File: src/bbu_pkg.sv
// Shared constants and types for the bit-banged 8N1 serial transceiver.
// No dependencies; every other file takes names from here by scope.
package bbu_pkg;

	localparam int PERIOD_W        = 20;   // width of the bit period register
	localparam int COUNT_W_DEFAULT = 20;   // default tick/sample counter width
	localparam int SHIFT_W         = 16;   // rx and tx shift registers
	localparam int BITS_W          = 4;    // bit counters
	localparam int BYTE_W          = 8;

	localparam logic [PERIOD_W-1:0] PERIOD_RESET = 20'd100;
	localparam logic [BITS_W-1:0]   RX_LAST_BIT  = 4'd8;   // start + 8 data, index 0..8
	localparam logic [BITS_W-1:0]   TX_LAST_BIT  = 4'd10;  // runs through count 10
	localparam logic [BYTE_W-1:0]   IDLE_BYTE    = 8'hFF;
	localparam logic [SHIFT_W-1:0]  IDLE_SHIFT   = 16'hFFFF;
	localparam logic [SHIFT_W-1:0]  TX_SHIFT_RST = 16'h0001;
	localparam logic [6:0]          STOP_FILL    = 7'h7F;  // stop bit and idle ones above data

	// transmit-side events of one word
	typedef struct packed {
		logic              open_line;
		logic              send_valid;
		logic [BYTE_W-1:0] send_byte;
	} tx_evt_t;

	typedef struct packed {
		logic              byte_ready;
		logic [BYTE_W-1:0] rx_byte;
		logic              rx_seen;
	} rx_status_t;

	typedef struct packed {
		logic tx_line;
		logic transmitting;
		logic tx_seen;
	} tx_status_t;

endpackage

File: src/bbu_if.sv
// Valid/ready channel interfaces for input words and result words.
// Depends on bbu_pkg for field widths.
interface bbu_in_if;
	logic                       valid;
	logic                       ready;
	logic                       rx_line;
	logic                       send_valid;
	logic [bbu_pkg::BYTE_W-1:0] send_byte;
	logic                       recv_ack;
	logic                       open_line;

	modport source (output valid, rx_line, send_valid, send_byte, recv_ack, open_line,
		input ready);
	modport sink (input valid, rx_line, send_valid, send_byte, recv_ack, open_line,
		output ready);
endinterface

interface bbu_out_if;
	logic                       valid;
	logic                       ready;
	logic                       tx_line;
	logic                       byte_ready;
	logic [bbu_pkg::BYTE_W-1:0] rx_byte;
	logic                       transmitting;
	logic                       rx_seen;
	logic                       tx_seen;

	modport source (output valid, tx_line, byte_ready, rx_byte, transmitting, rx_seen,
		tx_seen, input ready);
	modport sink (input valid, tx_line, byte_ready, rx_byte, transmitting, rx_seen,
		tx_seen, output ready);
endinterface

File: src/bbu_rx.sv
// Receiver: falling-edge start detect, majority vote per bit window, byte latch.
// Depends on bbu_pkg.
module bbu_rx #(
	parameter int COUNT_W = bbu_pkg::COUNT_W_DEFAULT
) (
	input  logic                         clk,
	input  logic                         arst_n,
	input  logic                         step,
	input  logic                         rx_line,
	input  logic                         recv_ack,
	input  logic [bbu_pkg::PERIOD_W-1:0] bit_period,
	output bbu_pkg::rx_status_t          status
);

	localparam int CMP_W = (COUNT_W > bbu_pkg::PERIOD_W) ? COUNT_W : bbu_pkg::PERIOD_W;

	logic                         prev_rx_q;
	logic [bbu_pkg::SHIFT_W-1:0]  shift_q;
	logic [bbu_pkg::BITS_W-1:0]   bits_q;
	logic [COUNT_W-1:0]           ticks_q;
	logic [COUNT_W-1:0]           ones_q;
	logic [bbu_pkg::BYTE_W-1:0]   data_q;
	logic                         ready_q;
	logic                         seen_q;

	logic [bbu_pkg::SHIFT_W-1:0]  shift_d;
	logic [bbu_pkg::BITS_W-1:0]   bits_d;
	logic [COUNT_W-1:0]           ticks_d;
	logic [COUNT_W-1:0]           ones_d;
	logic [bbu_pkg::BYTE_W-1:0]   data_d;
	logic                         ready_d;
	logic                         seen_d;
	logic [COUNT_W-1:0]           ticks_inc;
	logic [COUNT_W-1:0]           ones_inc;
	logic                         vote;

	assign ticks_inc = ticks_q + 1'b1;
	assign ones_inc  = rx_line ? ones_q + 1'b1 : ones_q;
	assign vote      = CMP_W'(ones_inc) > CMP_W'(bit_period >> 1);

	always_comb begin
		shift_d = shift_q;
		bits_d  = bits_q;
		ticks_d = ticks_q;
		ones_d  = ones_q;
		data_d  = data_q;
		ready_d = recv_ack ? 1'b0 : ready_q;
		seen_d  = seen_q;
		if (ticks_q != '0) begin
			if (CMP_W'(ticks_inc) >= CMP_W'(bit_period)) begin
				// window closed: decide the bit
				ticks_d = COUNT_W'(1);
				ones_d  = '0;
				shift_d = {vote, shift_q[bbu_pkg::SHIFT_W-1:1]};
				bits_d  = bits_q + 1'b1;
				if (bits_d > bbu_pkg::RX_LAST_BIT) begin
					data_d  = shift_d[bbu_pkg::SHIFT_W-1 -: bbu_pkg::BYTE_W];
					ready_d = 1'b1;
					ticks_d = '0;
					bits_d  = '0;
				end
			end else begin
				ticks_d = ticks_inc;
				ones_d  = ones_inc;
			end
		end else if (prev_rx_q && !rx_line) begin
			ticks_d = COUNT_W'(1);
			bits_d  = '0;
			shift_d = '0;
			ones_d  = '0;
			seen_d  = 1'b1;
		end
	end

	always_ff @(posedge clk or negedge arst_n) begin
		if (!arst_n) begin
			prev_rx_q <= 1'b1;
			shift_q   <= '0;
			bits_q    <= '0;
			ticks_q   <= '0;
			ones_q    <= '0;
			data_q    <= '0;
			ready_q   <= 1'b0;
			seen_q    <= 1'b0;
		end else if (step) begin
			prev_rx_q <= rx_line;
			shift_q   <= shift_d;
			bits_q    <= bits_d;
			ticks_q   <= ticks_d;
			ones_q    <= ones_d;
			data_q    <= data_d;
			ready_q   <= ready_d;
			seen_q    <= seen_d;
		end
	end

	assign status.byte_ready = ready_q;
	assign status.rx_byte    = data_q;
	assign status.rx_seen    = seen_q;

endmodule

File: src/bbu_tx.sv
// Transmitter: pending byte latch, frame shifter paced by the bit period.
// Depends on bbu_pkg.
module bbu_tx #(
	parameter int COUNT_W = bbu_pkg::COUNT_W_DEFAULT
) (
	input  logic                         clk,
	input  logic                         arst_n,
	input  logic                         step,
	input  bbu_pkg::tx_evt_t             evt,
	input  logic [bbu_pkg::PERIOD_W-1:0] bit_period,
	output bbu_pkg::tx_status_t          status
);

	localparam int CMP_W = (COUNT_W > bbu_pkg::PERIOD_W) ? COUNT_W : bbu_pkg::PERIOD_W;

	logic [bbu_pkg::SHIFT_W-1:0] shift_q, shift_d, shift_e;
	logic [bbu_pkg::BITS_W-1:0]  bits_q, bits_d, bits_e;
	logic [COUNT_W-1:0]          ticks_q, ticks_d, ticks_e, ticks_inc;
	logic                        pend_q, pend_d, pend_e;
	logic [bbu_pkg::BYTE_W-1:0]  pbyte_q, pbyte_d;
	logic                        seen_q, seen_d;

	// word events first: open, then send
	always_comb begin
		shift_e = shift_q;
		bits_e  = bits_q;
		ticks_e = ticks_q;
		pbyte_d = pbyte_q;
		pend_e  = pend_q;
		if (evt.open_line) begin
			pbyte_d = bbu_pkg::IDLE_BYTE;
			bits_e  = bbu_pkg::BITS_W'(1);
			shift_e = bbu_pkg::IDLE_SHIFT;
			ticks_e = '0;
		end
		if (evt.send_valid) begin
			pbyte_d = evt.send_byte;
			pend_e  = 1'b1;
		end
	end

	assign ticks_inc = ticks_e + 1'b1;

	always_comb begin
		shift_d = shift_e;
		bits_d  = bits_e;
		ticks_d = ticks_e;
		pend_d  = pend_e;
		seen_d  = seen_q;
		if (bits_e == '0) begin
			if (pend_e) begin
				pend_d  = 1'b0;
				seen_d  = 1'b1;
				bits_d  = bbu_pkg::BITS_W'(1);
				shift_d = {bbu_pkg::STOP_FILL, pbyte_d, 1'b0};
				ticks_d = '0;
			end
		end else if (CMP_W'(ticks_inc) >= CMP_W'(bit_period)) begin
			ticks_d = '0;
			shift_d = shift_e >> 1;
			bits_d  = bits_e + 1'b1;
			if (bits_d > bbu_pkg::TX_LAST_BIT) begin
				bits_d = '0;
			end
		end else begin
			ticks_d = ticks_inc;
		end
	end

	always_ff @(posedge clk or negedge arst_n) begin
		if (!arst_n) begin
			shift_q <= bbu_pkg::TX_SHIFT_RST;
			bits_q  <= '0;
			ticks_q <= '0;
			pend_q  <= 1'b0;
			pbyte_q <= '0;
			seen_q  <= 1'b0;
		end else if (step) begin
			shift_q <= shift_d;
			bits_q  <= bits_d;
			ticks_q <= ticks_d;
			pend_q  <= pend_d;
			pbyte_q <= pbyte_d;
			seen_q  <= seen_d;
		end
	end

	assign status.tx_line      = shift_q[0];
	assign status.transmitting = (bits_q != '0);
	assign status.tx_seen      = seen_q;

endmodule

File: src/bitbang_uart_transceiver_top.sv
// Top level of the bit-banged 8N1 serial transceiver.
// Depends on bbu_pkg, bbu_if, bbu_rx and bbu_tx.
//
// Each input word is one tick of the serial line: the sampled rx level plus
// optional open, send and receive-acknowledge events, applied in that order
// before the tick. Each word yields exactly one result word showing the line
// and status after that tick. Throughput is one word per clock while the result
// slot is not stalled; a word is captured in the input register at acceptance,
// and its result is registered when it moves on from there. The receiver
// and transmitter state registers double as the result register: they advance
// only when the result slot is empty or being taken, so a stalled result
// simply holds while one more word waits in the input register. bit_period
// (reset 100) may only be written while the block is idle; a value of zero
// behaves as one tick per bit. Tick and sample counters are COUNT_W bits
// wide and wrap. The stop bit is not checked on receive, and a byte arriving
// while byte_ready is set overwrites rx_byte.
module bitbang_uart_transceiver_top #(
	parameter int COUNT_W = bbu_pkg::COUNT_W_DEFAULT
) (
	input  logic                         clk,
	input  logic                         arst_n,
	input  logic                         cfg_wr_en,
	input  logic [bbu_pkg::PERIOD_W-1:0] cfg_wr_data,
	bbu_in_if.sink                       item,
	bbu_out_if.source                    result
);

	logic [bbu_pkg::PERIOD_W-1:0] bit_period_q;

	// input register
	logic             valid_s1;
	logic             rx_s1;
	logic             ack_s1;
	bbu_pkg::tx_evt_t evt_s1;

	logic                res_valid_q;
	logic                step;
	logic                accept;
	bbu_pkg::rx_status_t rx_stat;
	bbu_pkg::tx_status_t tx_stat;

	// the held word moves on when the result slot is free or drains this cycle
	assign step       = valid_s1 && (!res_valid_q || result.ready);
	assign item.ready = !valid_s1 || step;
	assign accept     = item.valid && item.ready;

	always_ff @(posedge clk or negedge arst_n) begin
		if (!arst_n) begin
			bit_period_q <= bbu_pkg::PERIOD_RESET;
		end else if (cfg_wr_en) begin
			bit_period_q <= cfg_wr_data;
		end
	end

	always_ff @(posedge clk or negedge arst_n) begin
		if (!arst_n) begin
			valid_s1    <= 1'b0;
			res_valid_q <= 1'b0;
		end else begin
			if (accept) begin
				valid_s1 <= 1'b1;
			end else if (step) begin
				valid_s1 <= 1'b0;
			end
			if (step) begin
				res_valid_q <= 1'b1;
			end else if (result.ready) begin
				res_valid_q <= 1'b0;
			end
		end
	end

	// payload needs no reset
	always_ff @(posedge clk) begin
		if (accept) begin
			rx_s1                <= item.rx_line;
			ack_s1               <= item.recv_ack;
			evt_s1.open_line     <= item.open_line;
			evt_s1.send_valid    <= item.send_valid;
			evt_s1.send_byte     <= item.send_byte;
		end
	end

	bbu_rx #(.COUNT_W(COUNT_W)) u_rx (
		.clk        (clk),
		.arst_n     (arst_n),
		.step       (step),
		.rx_line    (rx_s1),
		.recv_ack   (ack_s1),
		.bit_period (bit_period_q),
		.status     (rx_stat)
	);

	bbu_tx #(.COUNT_W(COUNT_W)) u_tx (
		.clk        (clk),
		.arst_n     (arst_n),
		.step       (step),
		.evt        (evt_s1),
		.bit_period (bit_period_q),
		.status     (tx_stat)
	);

	assign result.valid        = res_valid_q;
	assign result.tx_line      = tx_stat.tx_line;
	assign result.byte_ready   = rx_stat.byte_ready;
	assign result.rx_byte      = rx_stat.rx_byte;
	assign result.transmitting = tx_stat.transmitting;
	assign result.rx_seen      = rx_stat.rx_seen;
	assign result.tx_seen      = tx_stat.tx_seen;

endmodule

File: src/flat_wrapper.sv
// flat-port wrapper written by rule: the top's interface ports become plain ports
module bitbang_uart_transceiver_top_flat 
#(
	parameter int COUNT_W = bbu_pkg::COUNT_W_DEFAULT
)
  (clk, arst_n, cfg_wr_en, cfg_wr_data, item_valid, item_rx_line, item_send_valid, item_send_byte, item_recv_ack, item_open_line, item_ready, result_valid, result_tx_line, result_byte_ready, result_rx_byte, result_transmitting, result_rx_seen, result_tx_seen, result_ready);
  bbu_in_if item_i ();
  bbu_out_if result_i ();
  input  logic clk;
  input  logic arst_n;
  input  logic cfg_wr_en;
  input  logic [bbu_pkg::PERIOD_W-1:0] cfg_wr_data;
  input wire logic [$bits(item_i.valid)-1:0] item_valid;
  input wire logic [$bits(item_i.rx_line)-1:0] item_rx_line;
  input wire logic [$bits(item_i.send_valid)-1:0] item_send_valid;
  input wire logic [$bits(item_i.send_byte)-1:0] item_send_byte;
  input wire logic [$bits(item_i.recv_ack)-1:0] item_recv_ack;
  input wire logic [$bits(item_i.open_line)-1:0] item_open_line;
  output wire logic [$bits(item_i.ready)-1:0] item_ready;
  output wire logic [$bits(result_i.valid)-1:0] result_valid;
  output wire logic [$bits(result_i.tx_line)-1:0] result_tx_line;
  output wire logic [$bits(result_i.byte_ready)-1:0] result_byte_ready;
  output wire logic [$bits(result_i.rx_byte)-1:0] result_rx_byte;
  output wire logic [$bits(result_i.transmitting)-1:0] result_transmitting;
  output wire logic [$bits(result_i.rx_seen)-1:0] result_rx_seen;
  output wire logic [$bits(result_i.tx_seen)-1:0] result_tx_seen;
  input wire logic [$bits(result_i.ready)-1:0] result_ready;
  assign item_i.valid = item_valid;
  assign item_i.rx_line = item_rx_line;
  assign item_i.send_valid = item_send_valid;
  assign item_i.send_byte = item_send_byte;
  assign item_i.recv_ack = item_recv_ack;
  assign item_i.open_line = item_open_line;
  assign item_ready = item_i.ready;
  assign result_valid = result_i.valid;
  assign result_tx_line = result_i.tx_line;
  assign result_byte_ready = result_i.byte_ready;
  assign result_rx_byte = result_i.rx_byte;
  assign result_transmitting = result_i.transmitting;
  assign result_rx_seen = result_i.rx_seen;
  assign result_tx_seen = result_i.tx_seen;
  assign result_i.ready = result_ready;
  bitbang_uart_transceiver_top #(.COUNT_W(COUNT_W)) u_core (.clk(clk), .arst_n(arst_n), .cfg_wr_en(cfg_wr_en), .cfg_wr_data(cfg_wr_data), .item(item_i), .result(result_i));
endmodule
File: config.mk
export PLATFORM = sky130hd
export DESIGN_NAME = bitbang_uart_transceiver_top_flat
export DESIGN_NICKNAME = d
export VERILOG_FILES = /design/src/bbu_pkg.sv /design/src/bbu_if.sv /design/src/bbu_rx.sv /design/src/bbu_tx.sv /design/src/bitbang_uart_transceiver_top.sv /design/src/flat_wrapper.sv
export SDC_FILE = /design/constraint.sdc
export NUM_CORES = 1
export LEC_CHECK = 0
export BUFFER_PORTS_ARGS = -buffer_cell sky130_fd_sc_hd__buf_2
export CORE_MARGIN = 2
export CORE_UTILIZATION = 35
export DETAILED_ROUTE_END_ITERATION = 6
export PLACE_DENSITY = 0.53
export SLEW_MARGIN = 20
export SYNTH_ARGS = -nofsm -noshare
export SYNTH_HDL_FRONTEND = slang
export SYNTH_SLANG_ARGS = --single-unit
File: constraint.sdc
create_clock -name clk -period 8.95 [get_ports clk]
set_input_delay 1.79 -clock clk [delete_from_list [all_inputs] [get_ports clk]]
set_output_delay 1.79 -clock clk [all_outputs]
set_load 0.01 [all_outputs]
# [Word-level counts from Yosys, hierarchy flattened]
# Index checks and enable logic that the tools add are counted.
[word_totals] output_inout_bits=15 latch_bits=0 n_memories=0 ff_bits=155 ram_bits=0 rom_bits=0 input_bits=37 wordCells=93
[op_classes] div=0 add_sub_neg=5 n_lt_le_gt_ge=5 reduce_logical=19 n_shift=0 multipliers=0 muxes=40 n_bitwise=1 n_eq_ne=1
[ops] operator="20-bit 2-to-1 mux" n=11
[ops] operator="16-bit 2-to-1 mux" n=7
[ops] operator="20-bit by 1-bit adder with 20-bit output, second input constant" n=3
[ops] operator="20-bit greater-or-equal comparator" n=2
[ops] operator="4-bit 2-to-1 mux" n=9
[ops] operator="20-bit by 19-bit greater-than comparator with 1-bit output" n=1
[ops] operator="20-bit nonzero test" n=1
[ops] operator="8-bit 2-to-1 mux" n=2
[ops] operator="1-bit 2-to-1 mux" n=11
[ops] operator="3-bit AND reduction" n=3
[ops] operator="4-bit by 1-bit adder with 4-bit output, second input constant" n=2
[ops] operator="4-bit greater-than comparator, second input constant" n=2
[ops] operator="2-bit nonzero test" n=3
[ops] operator="4-bit logical NOT" n=1
[ops] operator="4-bit AND reduction" n=1
[ops] operator="4-bit nonzero test" n=1
[ops] operator="1-bit logical AND" n=3
[ops] operator="1-bit logical NOT" n=3
[ops] operator="1-bit logical OR" n=2
[ops] operator="2-bit by 1-bit inequality test with 1-bit output, second input constant" n=1
[ops] operator="2-bit AND reduction" n=1
[ops] operator="1-bit inverter" n=1

# [Depth between registers and ports, before layout]
[logic_depth] ltp_word=6 mapped_depth=20 ltp_nobuf=16

# [Hierarchy]
# Synthesis repeated with hierarchy kept, for this count alone.
[unflattened] cells_unflattened=945 hier_area_um2=9394.0
[by_module_without_submodules] mod="bbu_rx" seq_area_each_um2=1552.7 cells_each=467 area_each_um2=4418.0 n_inst=1
[by_module_without_submodules] mod="bbu_tx" seq_area_each_um2=1252.5 cells_each=416 area_each_um2=3699.8 n_inst=1
[by_module_without_submodules] mod="bitbang_uart_transceiver_top" seq_area_each_um2=914.6 cells_each=62 area_each_um2=1276.2 n_inst=1

# [Least setup slack after synthesis]
# No wires, ideal clock.
[synth_path] kind="register -> register" start="reg u_core.evt_s1[9] in the netlist's numbering" end="reg u_core.u_tx.shift_q[2] in the netlist's numbering" setup_time_ps=123 path_stages_with_launch=19 n_path_buf=3 t_arrival_ps=4008 required_time_ps=8827 path_slack_ps=4820 synth_period_minus_slack_ps=4130 path_cell_list="edfxtp_1 > clkbuf_1 > clkbuf_1 > clkbuf_1 > nor2b_1 > ha_1 > and3_1 > and2_1 > nand4_1 > xor2_1 > nor2_1 > ha_1 > nand2_1 > nor2_1 > or4b_1 > a21oi_2 > nand2b_1 > nand3_2 > o221a_2"
[synth_between] elab_chain_cells=5 elab_cells_between_ends=11 classes_between="add/sub: 1; order compare: 1; mux: 8; reduce/logical: 1"
[synth_lines] item="from (decl)" line_no="bitbang_uart_transceiver_top.sv:34" rtl="bbu_pkg::tx_evt_t evt_s1;"
[synth_lines] item="20-bit 2-to-1 mux" line_no="bbu_tx.sv:30" rtl="if (evt.open_line) begin"
[synth_lines] item="20-bit by 1-bit adder with 20-bit output" line_no="bbu_tx.sv:42" rtl="assign ticks_inc = ticks_e + 1'b1;"
[synth_lines] item="20-bit greater-or-equal comparator" line_no="bbu_tx.sv:58" rtl="end else if (CMP_W'(ticks_inc) >= CMP_W'(bit_period)) begin"
[synth_lines] item="16-bit 2-to-1 mux" line_no="bbu_tx.sv:58"
[synth_lines] item="16-bit 2-to-1 mux (*)" line_no="bbu_tx.sv:50" rtl="if (bits_e == '0) begin"
[synth_lines] item="to (signal assigned)" line_no="bbu_tx.sv:72" rtl="shift_q <= bbu_pkg::TX_SHIFT_RST;"
[synth_lines] item="to (signal assigned)" line_no="bbu_tx.sv:79" rtl="shift_q <= shift_d;"
[synth_lines] item="to (decl)" line_no="bbu_tx.sv:16" rtl="logic [bbu_pkg::SHIFT_W-1:0] shift_q, shift_d, shift_e;"
# Mark *: on every way between the ends. The rest lies on a longest branch, timed or not.
# A chain may end at the register's enable or synchronous reset.

# [Worst setup path after layout]
[layout_path] start="reg u_core.u_rx.ticks_q[8]" end="reg u_core.u_rx.ones_q[14]"
[layout_between] elab_chain_cells=4 elab_cells_between_ends=7 classes_between="add/sub: 1; order compare: 1; mux: 2; reduce/logical: 3"
[layout_lines] item="from (decl)" line_no="bbu_rx.sv:20" rtl="logic [COUNT_W-1:0] ticks_q;"
[layout_lines] item="from (signal assigned)" line_no="bbu_rx.sv:89" rtl="ticks_q <= ticks_d;"
[layout_lines] item="20-bit by 1-bit adder with 20-bit output" line_no="bbu_rx.sv:37" rtl="assign ticks_inc = ticks_q + 1'b1;"
[layout_lines] item="20-bit greater-or-equal comparator" line_no="bbu_rx.sv:50" rtl="if (CMP_W'(ticks_inc) >= CMP_W'(bit_period)) begin"
[layout_lines] item="20-bit 2-to-1 mux" line_no="bbu_rx.sv:50"
[layout_lines] item="20-bit 2-to-1 mux" line_no="bbu_rx.sv:49" rtl="if (ticks_q != '0) begin"
[layout_lines] item="to (signal assigned)" line_no="bbu_rx.sv:90" rtl="ones_q <= ones_d;"
[layout_lines] item="to (decl)" line_no="bbu_rx.sv:21" rtl="logic [COUNT_W-1:0] ones_q;"
# Several ways; a longest one is shown, not always the timed one.

==> run summary <==
Max Clock Skew = 12.1 ps
Vias/cell = 5.32
P per Cell Area = 211 nW/um^2
most frequent cells in the layout = 130 x nand2_1, 129 x dfrtp_1, 74 x o21ai_0
main combinational cell family by area after synthesis = simple AND/OR/NAND/NOR gates
Top delay family on crit path = simple AND/OR/NAND/NOR gates
crit start category = flip-flop
Post-Synthesis Cells = 939
die area = 26400 um^2
mux cell area share after synthesis = 1.40%
multi-input logic area = 4680 um^2
Slew headroom = 43.5%
final hold vios = 0
status = finished, final reports clean
H-tree depth = 4
pin count of the biggest net entering global routing = 85
hold_buf cts = 0
DRT Pass-1 Iters = 5
post-CTS sizing = 0
port bufs = 51
HP Class = reg -> reg
Clock Pin Slew Worst Setup and Hold Paths = 70 ps
first-pass GRT wire length = 36900 um
total track usage = 17.9%
Worst path slowest cell = nor3_4
Clock Path Buffers = 2
CP peak stage delay = 770 ps
async set-reset flop share out of synthesis = 91.8%
Peak VDD IR = 0.0956 mV
Die Y = 162 um
Tot Pwr = 2080 uW
I/O pin count = 52
Clock Tree Root = clkbuf_16
Initial Util = 35.9%
post-route ant nets = 0
Area contributors post-synth = dfrtp_1 37%, ha_1 9.5%, nand2_1 5.6%
Crit path top cell by count = nand4_1
area delta synth->final = 12.2%
Power Internal = 1370 uW
most common cell after layout, fill and taps aside = nand2_1
YS warnings = 0
Seq/Total Area, Yosys = 42.3%
Critical Path RT = 9290 ps
Initial DRC Count = 523
area leader, netlist = dfrtp_1
fin. max-slew vios = 0
Yosys reg bits = 146
gp weighted congestion = 0.828
Critical Path AT = 4640 ps
post-CTS setup buffer count = 0
top cell type's share of synthesized area = 36.7%
Crit Path Max Fanout = 19
Netlist cell types = 71
hpwl dp = 15800 um
kind of critical path = reg -> reg
CTS tree = built
post-synthesis compound-gate area fraction = 18.4%
fin crit share = 47.9%
Setup violations, final = 0
layout cells sized above 1 = 11.6%
Worst-Skew Late Latency = 430 ps
Synth Area in XOR/XNOR = 5.18%
per-cell routed wire length = 17.2 um
Reg power frac = 41.7%
# DRC = 0
clock buffers created by TritonCTS = 17
Fillers = 2422
Layout Nets = 1079
Switch Pwr = 707 uW
number of synthesized flops with an enable pin = 12
leakage dissipation = 0.00444 uW
storage element area = 3720 um^2
Synth Flop Type = dfrtp_1
floorplan core area = 24500 um^2
max-cap violations = 0
Site Rows = 57
Period minus WS final = 4290 ps
Syn Std Cell Area = 8790 um^2
Clock power frac = 34.7%
Highest Clock Rate = 233 MHz
RSZ-0062 raised after global routing = no
simple-gate area share of the yosys netlist = 18.7%
switch share = 34.0%
Die X = 162 um
final wirelength = 22700 um
Setup TNS = 0 ps
routed via count = 6996
Setup crit end kind = flip-flop
Critical Path, Cell by Cell = nand4_1, or4_1, nor2_1, and4_1, xor2_1, ha_1, nand4_1, inv_1, a221o_1, nand2b_2, nor3_4, nand2_1, o21ai_0
Tightest Pin Transition = 845 ps
fraction of the mapped netlist area in adder cells = 9.54%
Combinational Power Share = 23.7%
Avg Cell Area, Syn = 9.36 um^2
vias in the first global route = 6849
antenna violations before repair = 1
Crit path buffers/inverters = 1
global route overflow = 0
clock sink total = 146
Syn Nets = 1043
metrics by stage:
stage	hold slack, ps	area (um^2)	worst slack [ps]	utilization (%)	instances
finish	455	9850	4660	40.3	1314
detailed placement	446	9260	4660	37.9	1280
global placement	435	9260	4740	37.9	1280
CTS	458	9850	4620	40.3	1312
floorplan	436	8790	4820	-	939
global route	480	9850	4380	40.3	1312
final timing paths:
check / startpoint / end / slack (ps) / cells after the start
max in group asynchronous: arst_n / u_core.u_rx.ticks_q[7]$_DFFE_PN0P_ / 6290 / 2
hold reg to reg: u_core.u_rx.prev_rx_q$_DFFE_PN1P_ / u_core.u_rx.prev_rx_q$_DFFE_PN1P_ / 460 / 2
setup / recovery: u_core.u_rx.ticks_q[8]$_DFFE_PN0P_ / u_core.u_rx.ones_q[14]$_DFFE_PN0P_ / 4660 / 13
hold / removal: u_core.u_rx.prev_rx_q$_DFFE_PN1P_ / u_core.u_rx.prev_rx_q$_DFFE_PN1P_ / 460 / 2
min in group asynchronous: arst_n / u_core.u_rx.ones_q[15]$_DFFE_PN0P_ / 1430 / 1
setup reg to reg: u_core.u_rx.ticks_q[8]$_DFFE_PN0P_ / u_core.u_rx.ones_q[14]$_DFFE_PN0P_ / 4660 / 13
power groups by stage:
| stage | Clock [uW] | Sequential (uW) | Combinational [uW] |
|---|---|---|---|
| finish | 720 | 865 | 491 |
| global route | 763 | 882 | 562 |
| CTS | 736 | 864 | 499 |
| detailed placement | 0 | 874 | 496 |
| global placement | 0 | 875 | 490 |
| floorplan | 0 | 844 | 374 |
sequential cells by signal, summed over array words and instances, names as in the netlist, 7 cells and up:
name / flops
u_core.evt_s1: 10
u_core.u_rx.ticks_q: 20
u_core.u_tx.pbyte_q: 8
u_core.u_rx.ones_q: 20
u_core.u_tx.shift_q: 16
u_core.u_rx.shift_q: 7
u_core.u_tx.ticks_q: 20
u_core.u_rx.data_q: 8
u_core.bit_period_q: 20
cell usage after synthesis, types with 12 or more instances:
master	count
nand3_1	33
a22o_1	23
o22a_1	14
xor2_1	29
nand2_1	130
nor2_1	58
xnor2_1	23
dfrtp_1	129
clkbuf_1	17
ha_1	67
nand4_1	14
and3_1	18
a21oi_1	43
o21ai_1	18
o21ai_0	74
inv_1	36
edfxtp_1	12
nor3_1	22
nor2b_1	13
cells by family (layout without fill, tap and decap cells):
family,Yosys count,in the layout
AND/OR/NAND/NOR,339,339
AO/OA/AOI/OAI,246,246
flip-flops,146,146
buffers and inverters,78,127
adder cells (fa/ha/maj),67,67
XOR/XNOR,52,52
multiplexers,11,11
other,0,2
cell type report:
| class | instances | area share, % |
|---|---|---|
| antenna | 2 | 0.0508 |
| clock buffer | 20 | 4.86 |
| clock inverter | 12 | 1.08 |
| inverter | 36 | 1.37 |
| multi-input combinational | 715 | 47.5 |
| sequential | 146 | 37.7 |
| tap | 324 | 4.11 |
| timing repair buffer | 59 | 3.26 |
layer usage:
metal  vias up  GRT usage (%)  share of wire (%)
li1       3458              -                  -
met1      3348           25.3                 48
met2       165           27.7                 45
met3        25           3.49                5.1
met4         0           5.79                1.9
met5         -              0                  0
worst reg2reg max path, cell delays in order (launching register included):
cell and delay, ps:
dfrtp_1 480, nand4_1 220, or4_1 590, nor2_1 230, and4_1 280, xor2_1 160
ha_1 260, nand4_1 110, inv_1 50, a221o_1 340, nand2b_2 430, nor3_4 780
nand2_1 110, o21ai_0 180
Power figures use the tool's default switching activity.
